<file path="src/design/rpr_pkg.sv">
`timescale 1ns / 1ps
// ----------------------------------------------------------------------------
// rpr_pkg
// types, constants and helpers of the rotary position rotator
// ----------------------------------------------------------------------------
package rpr_pkg;

  localparam int MAX_PAIRS    = 64;
  localparam int MAX_POSITION = 4096;
  localparam int CORDIC_STEPS = 24;

  localparam int IDX_W  = 6;
  localparam int POS_W  = 12;
  localparam int DATA_W = 32;
  localparam int RATE_W = 32;
  localparam int HP_W   = 7;
  localparam int ADDR_W = (MAX_PAIRS > 1) ? $clog2(MAX_PAIRS) : 1;
  localparam int STEP_W = 5;
  localparam int GUARD  = 8;
  localparam int DP_W   = 42;
  localparam int Z_W    = 32;

  localparam logic [HP_W-1:0]   HEAD_PAIRS_RESET = HP_W'(64);
  localparam logic [DATA_W-1:0] KCOMP            = 32'h9B74EDA8;

  typedef enum logic {
    REQ_LOAD   = 1'b0,
    REQ_ROTATE = 1'b1
  } req_t;

  typedef struct packed {
    req_t                      req_type;
    logic [IDX_W-1:0]          pair_index;
    logic [POS_W-1:0]          position;
    logic signed [DATA_W-1:0]  x_first;
    logic signed [DATA_W-1:0]  x_second;
    logic [RATE_W-1:0]         rate_word;
    logic                      last_in_vector;
  } rpr_in_t;

  typedef struct packed {
    logic signed [DATA_W-1:0]  y_first;
    logic signed [DATA_W-1:0]  y_second;
    logic                      index_error;
    logic                      last_out;
  } rpr_out_t;

  typedef struct packed {
    logic                      err;
    logic                      last;
    logic signed [DP_W-1:0]    x;
    logic signed [DP_W-1:0]    y;
    logic signed [Z_W-1:0]     z;
  } rpr_vec_t;

  // atan(2^-k) in turns times 2^32
  function automatic logic [Z_W-1:0] atan_turn(input logic [STEP_W-1:0] k);
    logic [Z_W-1:0] a;
    case (k)
      5'd0:  a = 32'h20000000;
      5'd1:  a = 32'h12E4051E;
      5'd2:  a = 32'h09FB385B;
      5'd3:  a = 32'h051111D4;
      5'd4:  a = 32'h028B0D43;
      5'd5:  a = 32'h0145D7E1;
      5'd6:  a = 32'h00A2F61E;
      5'd7:  a = 32'h00517C55;
      5'd8:  a = 32'h0028BE53;
      5'd9:  a = 32'h00145F2F;
      5'd10: a = 32'h000A2F98;
      5'd11: a = 32'h000517CC;
      5'd12: a = 32'h00028BE6;
      5'd13: a = 32'h000145F3;
      5'd14: a = 32'h0000A2FA;
      5'd15: a = 32'h0000517D;
      5'd16: a = 32'h000028BE;
      5'd17: a = 32'h0000145F;
      5'd18: a = 32'h00000A30;
      5'd19: a = 32'h00000518;
      5'd20: a = 32'h0000028C;
      5'd21: a = 32'h00000146;
      5'd22: a = 32'h000000A3;
      5'd23: a = 32'h00000051;
      5'd24: a = 32'h00000029;
      5'd25: a = 32'h00000014;
      5'd26: a = 32'h0000000A;
      5'd27: a = 32'h00000005;
      5'd28: a = 32'h00000003;
      5'd29: a = 32'h00000001;
      5'd30: a = 32'h00000001;
      default: a = 32'h00000000;
    endcase
    return a;
  endfunction

  // drop guard bits with round half up, clamp to q16.16 range
  function automatic logic signed [DATA_W-1:0] round_sat(input logic signed [DP_W-1:0] v);
    logic signed [DP_W:0]       s;
    logic [DP_W-GUARD:0]        q;
    logic signed [DATA_W-1:0]   r;
    s = {v[DP_W-1], v} + (DP_W+1)'(1 << (GUARD - 1));
    q = s[DP_W:GUARD];
    if (q[DP_W-GUARD:DATA_W-1] == '0 || q[DP_W-GUARD:DATA_W-1] == '1) begin
      r = q[DATA_W-1:0];
    end else if (q[DP_W-GUARD]) begin
      r = {1'b1, {(DATA_W-1){1'b0}}};
    end else begin
      r = {1'b0, {(DATA_W-1){1'b1}}};
    end
    return r;
  endfunction

endpackage

</file>
<file path="src/design/rpr_cordic_step.sv">
`timescale 1ns / 1ps
// ----------------------------------------------------------------------------
// rpr_cordic_step
// one registered micro-rotation of the cordic pipe
// ----------------------------------------------------------------------------
module rpr_cordic_step
  import rpr_pkg::*;
(
  input  logic                clk,
  input  logic                rst,
  input  logic                en,
  input  logic [STEP_W-1:0]   step,
  input  logic                vld_in,
  input  rpr_vec_t            vec_in,
  output logic                vld_out,
  output rpr_vec_t            vec_out
);

  rpr_vec_t               vec_next;
  logic signed [DP_W-1:0] dx;
  logic signed [DP_W-1:0] dy;
  logic signed [Z_W-1:0]  da;

  always_comb begin
    dx = vec_in.y >>> step;
    dy = vec_in.x >>> step;
    da = $signed(atan_turn(step));
    vec_next = vec_in;
    if (!vec_in.err) begin
      if (!vec_in.z[Z_W-1]) begin
        vec_next.x = vec_in.x - dx;
        vec_next.y = vec_in.y + dy;
        vec_next.z = vec_in.z - da;
      end else begin
        vec_next.x = vec_in.x + dx;
        vec_next.y = vec_in.y - dy;
        vec_next.z = vec_in.z + da;
      end
    end
  end

  always_ff @(posedge clk) begin
    if (rst) begin
      vld_out <= 1'b0;
    end else if (en) begin
      vld_out <= vld_in;
    end
  end

  always_ff @(posedge clk) begin
    if (en) begin
      vec_out <= vec_next;
    end
  end

endmodule

</file>
<file path="config.mk">
export PLATFORM = sky130hd
export DESIGN_NAME = rpr_cordic_step
export DESIGN_NICKNAME = d
export VERILOG_FILES = /design/src/design/rpr_pkg.sv /design/src/design/rpr_cordic_step.sv
export SDC_FILE = /design/constraint.sdc
export NUM_CORES = 1
export LEC_CHECK = 0
export ABC_AREA = 0
export BUFFER_PORTS_ARGS = -buffer_cell sky130_fd_sc_hd__buf_2
export CORE_UTILIZATION = 38
export CTS_CLUSTER_DIAMETER = 60
export DETAILED_ROUTE_END_ITERATION = 12
export HOLD_SLACK_MARGIN = 0.03
export SYNTH_ARGS = -nofsm -noshare
export SYNTH_HDL_FRONTEND = slang
export SYNTH_SLANG_ARGS = --single-unit
export TNS_END_PERCENT = 100
</file>
<file path="constraint.sdc">
create_clock -name clk -period 6.8 [get_ports clk]
set_input_delay 0.34 -clock clk [delete_from_list [all_inputs] [get_ports clk]]
set_output_delay 0.34 -clock clk [all_outputs]
set_load 0.02 [all_outputs]
</file>
==> summary.md <==
| Metric | Value |
|---|---|
| Power Dens Cells | 205 nW/um2 |
| Slowest stage delay, CP | 0.69 ns |
| Largest net degree at the start of global routing | 92 |
| GP Congestion | 1.03 |
| H-tree Lvls | 4 |
| Post-Syn Area | 19300 um2 |
| Vias in the first global route | 19800 |
| Yosys top cell area share | 18.3% |
| Longest Clk Path Bufs | 2 |
| GR Layer Usage met3 | 5.24% |
| First-pass GRT wire length | 122 mm |
| FMAX | 0.157 GHz |
| Top FF cell, synth | edfxtp_1 |
| Worst clock skew | 0 ns |
| Gr busiest metal | met2 |
| CTS Root Cell | clkbuf_16 |
| RSZ-0062 raised after global routing | false |
| Worst hold-check slack | 0.0997 ns |
| Final setup fails | 0 |
| Die width | 227 um |
| P_leak | 0.0103 uW |
| Accumulated negative setup slack | 0 ns |
| Detailed Route Iter0 Violations | 1915 |
| Maximum VDD drop | 0.000142 V |
| Routed wire per std cell | 24.0 um |
| Finished Core Util | 47.5% |
| Synth cell count leaders | nand2_1, a21oi_1, o21ai_0 |
| Max transition margin | 24.6% |
| Total core area | 50200 um2 |
| Tot GR Track Use | 31.7% |
| Share of cells above drive strength 1 | 28.9% |
| HPWL Detailed | 65.4 mm |
| Met1 global-route usage | 41.0% |
| Die Footprint | 51700 um2 |
| Number of remaining DRC errors | 0 |
| Syn nets | 2520 |
| CP most frequent cell | buf_4 |
| Via count | 20500 |
| Worst Max-Slew Pin Slew | 1.13 ns |
| Setup CP Type | in -> reg |
| Initial Util | 38.5% |
| Die H | 227 um |
| Clk slew on worst S/H paths | 0.06 ns |
| Final Hold Viols | 0 |
| Synthesis-stage register bit count | 119 |
| Pre-antenna DRT Iters | 6 |
| Port bufs | 245 |
| Syn Inst Count | 2262 |
| Grt ovf | 0 |
| CTS Sinks | 119 |
| Synth cell types | 100 |
| Max Cap Violations | 0 |
| Hold Crit Class | in -> reg |
| Register area share after synthesis | 18.4% |
| Status | finished, final reports clean |
| Area delta synth->final | 23.4% |
| Synth area leader | edfxtp_1 |
| Tot Pwr | 4880 uW |
| Synth area leaders | edfxtp_1, mux4_2, ha_1 |
| Slew Limit Fails | 0 |
| Post-route ant nets | 0 |
| Initial antenna violation count | 3 |
| Worst-path cell chain | buf_6 -> mux4_1 -> mux4_2 -> a222oi_1 -> buf_4 -> and3_1 -> and4_1 -> buf_4 -> buf_4 -> a41oi_1 -> xor2_1 -> ha_1 -> and2_1 -> o21a_1 -> o21ai_0 -> o21ai_0 -> a211oi_1 -> buf_4 -> o21ai_0 -> a31oi_1 -> a211oi_1 -> or3_1 -> a21oi_2 -> xor2_1 |
| Met2 GRT Util | 50.1% |
| Io pins | 246 |
| Synthesized area per cell | 8.54 um2 |
| Routed Wire Length | 81.6 mm |
| Post-route clock period utilization | 93.4% |
| CP startpoint kind | input port |
| Skew-Pair Late Insertion Delay | 0.48 ns |
| Max FO, Critical Path | 13 |
| Cell Rows | 82 |
| CP max stage cell | mux4_1 |
| Synth async-reset ratio | 0% |
| Required @ worst endpoint | 7.03 ns |
| Worst Setup End Kind | flop |
| Post-CTS setup repair buffer count | 0 |
| CP arrival | 6.58 ns |
| Count leader, synth | nand2_1 |
| Vias per std cell | 6.02 |
| Post-synth EDFFs | 118 |
| YS warnings | 0 |
| Nets | 2970 |
| TritonCTS clock tree | done |
| CTS Buf Count | 17 |
| Tmin final | 6.35 ns |
## worst paths after layout
kind                              from                     to  slack (ns)  depth (start not counted)
setup / recovery               step[1]  vec_out[73]$_DFFE_PP_        0.45                         24
hold reg to reg   vld_out$_SDFFE_PP0P_   vld_out$_SDFFE_PP0P_        0.51                          2
hold / removal                  vld_in   vld_out$_SDFFE_PP0P_         0.1                          3
setup reg to reg  vld_out$_SDFFE_PP0P_   vld_out$_SDFFE_PP0P_        6.21                          2
## per-layer routing
metal	wire length [um]	vias to the layer above
li1	-	9542
met1	35200	9826
met2	36800	901
met3	5340	183
met4	4330	2
met5	18	-
## stage by stage
stage               setup WS (ns)  area [um2]  instances
detailed placement         0.0801       23200       3363
finish                      0.448       23800       3400
floorplan                   0.269       19300       2262
global placement           0.0603       23200       3363
global route               0.0982       23800       3397
CTS                         0.572       23800       3397
## state kept, by name, summed over array words and instances, names as in the netlist
register	cells
vld_out	1
vec_out	118
## worst max-delay path: cells and delay by family
kind            cells  cell delay [ns]
mux                 2             1.29
buf+inv             5             0.89
compound gates     10             2.41
fa+ha+maj           1             0.37
xor+xnor            2             0.27
simple gates        4             0.97
## report_power, final
part	internal (uW)	leakage (uW)	total (uW)	switching, uW
Clock	546	0.000284	958	412
Combinational	1270	0.00884	2920	1650
Sequential	976	0.00116	1010	31.4
Total	2790	0.0103	4880	2100
## cells by family (layout without fill, tap and decap cells)
group | after synthesis | after routing | share of synthesized area (%)
flops | 119 | 119 | 18.4
other cells | 0 | 3 | 0
buf+inv | 187 | 650 | 4.68
fa+ha+maj | 131 | 131 | 8.60
simple gates | 644 | 644 | 16.0
xor+xnor | 203 | 203 | 9.28
compound gates | 759 | 759 | 25.5
mux | 219 | 219 | 17.5
## area by class of cell
class	count	area (um2)
multi-input cells	1956	14900
clock buffers	17	425
repair buffers	574	3810
clock inverters	15	171
flip-flops and latches	119	3560
fillers	4865	26300
well taps	672	841
diodes	3	7.51
inverters	44	165
## cell usage in the layout, fill, tap and decap left out, drive strengths merged, types with 17 or more instances in the layout
cell type	n
buf	572
nand2	242
a21oi	192
o21ai	183
nor2	137
ha	128
edfxtp	118
xnor2	108
xor2	94
mux4	87
mux2i	75
a21o	68
mux2	57
inv	48
a31oi	47
and2	41
nand3	38
nor3	35
nand2b	32
and3	26
a211oi	26
o22ai	25
o21bai	24
a22oi	23
nor2b	21
o21a	18
clkbuf	17
## repair_timing
| item | CTS | global route |
|---|---|---|
| hold buffers | 2 | 0 |
| hold endpoints to repair | 2 | 0 |
| resized for setup | 0 | 0 |
Power figures use the tool's default switching activity.
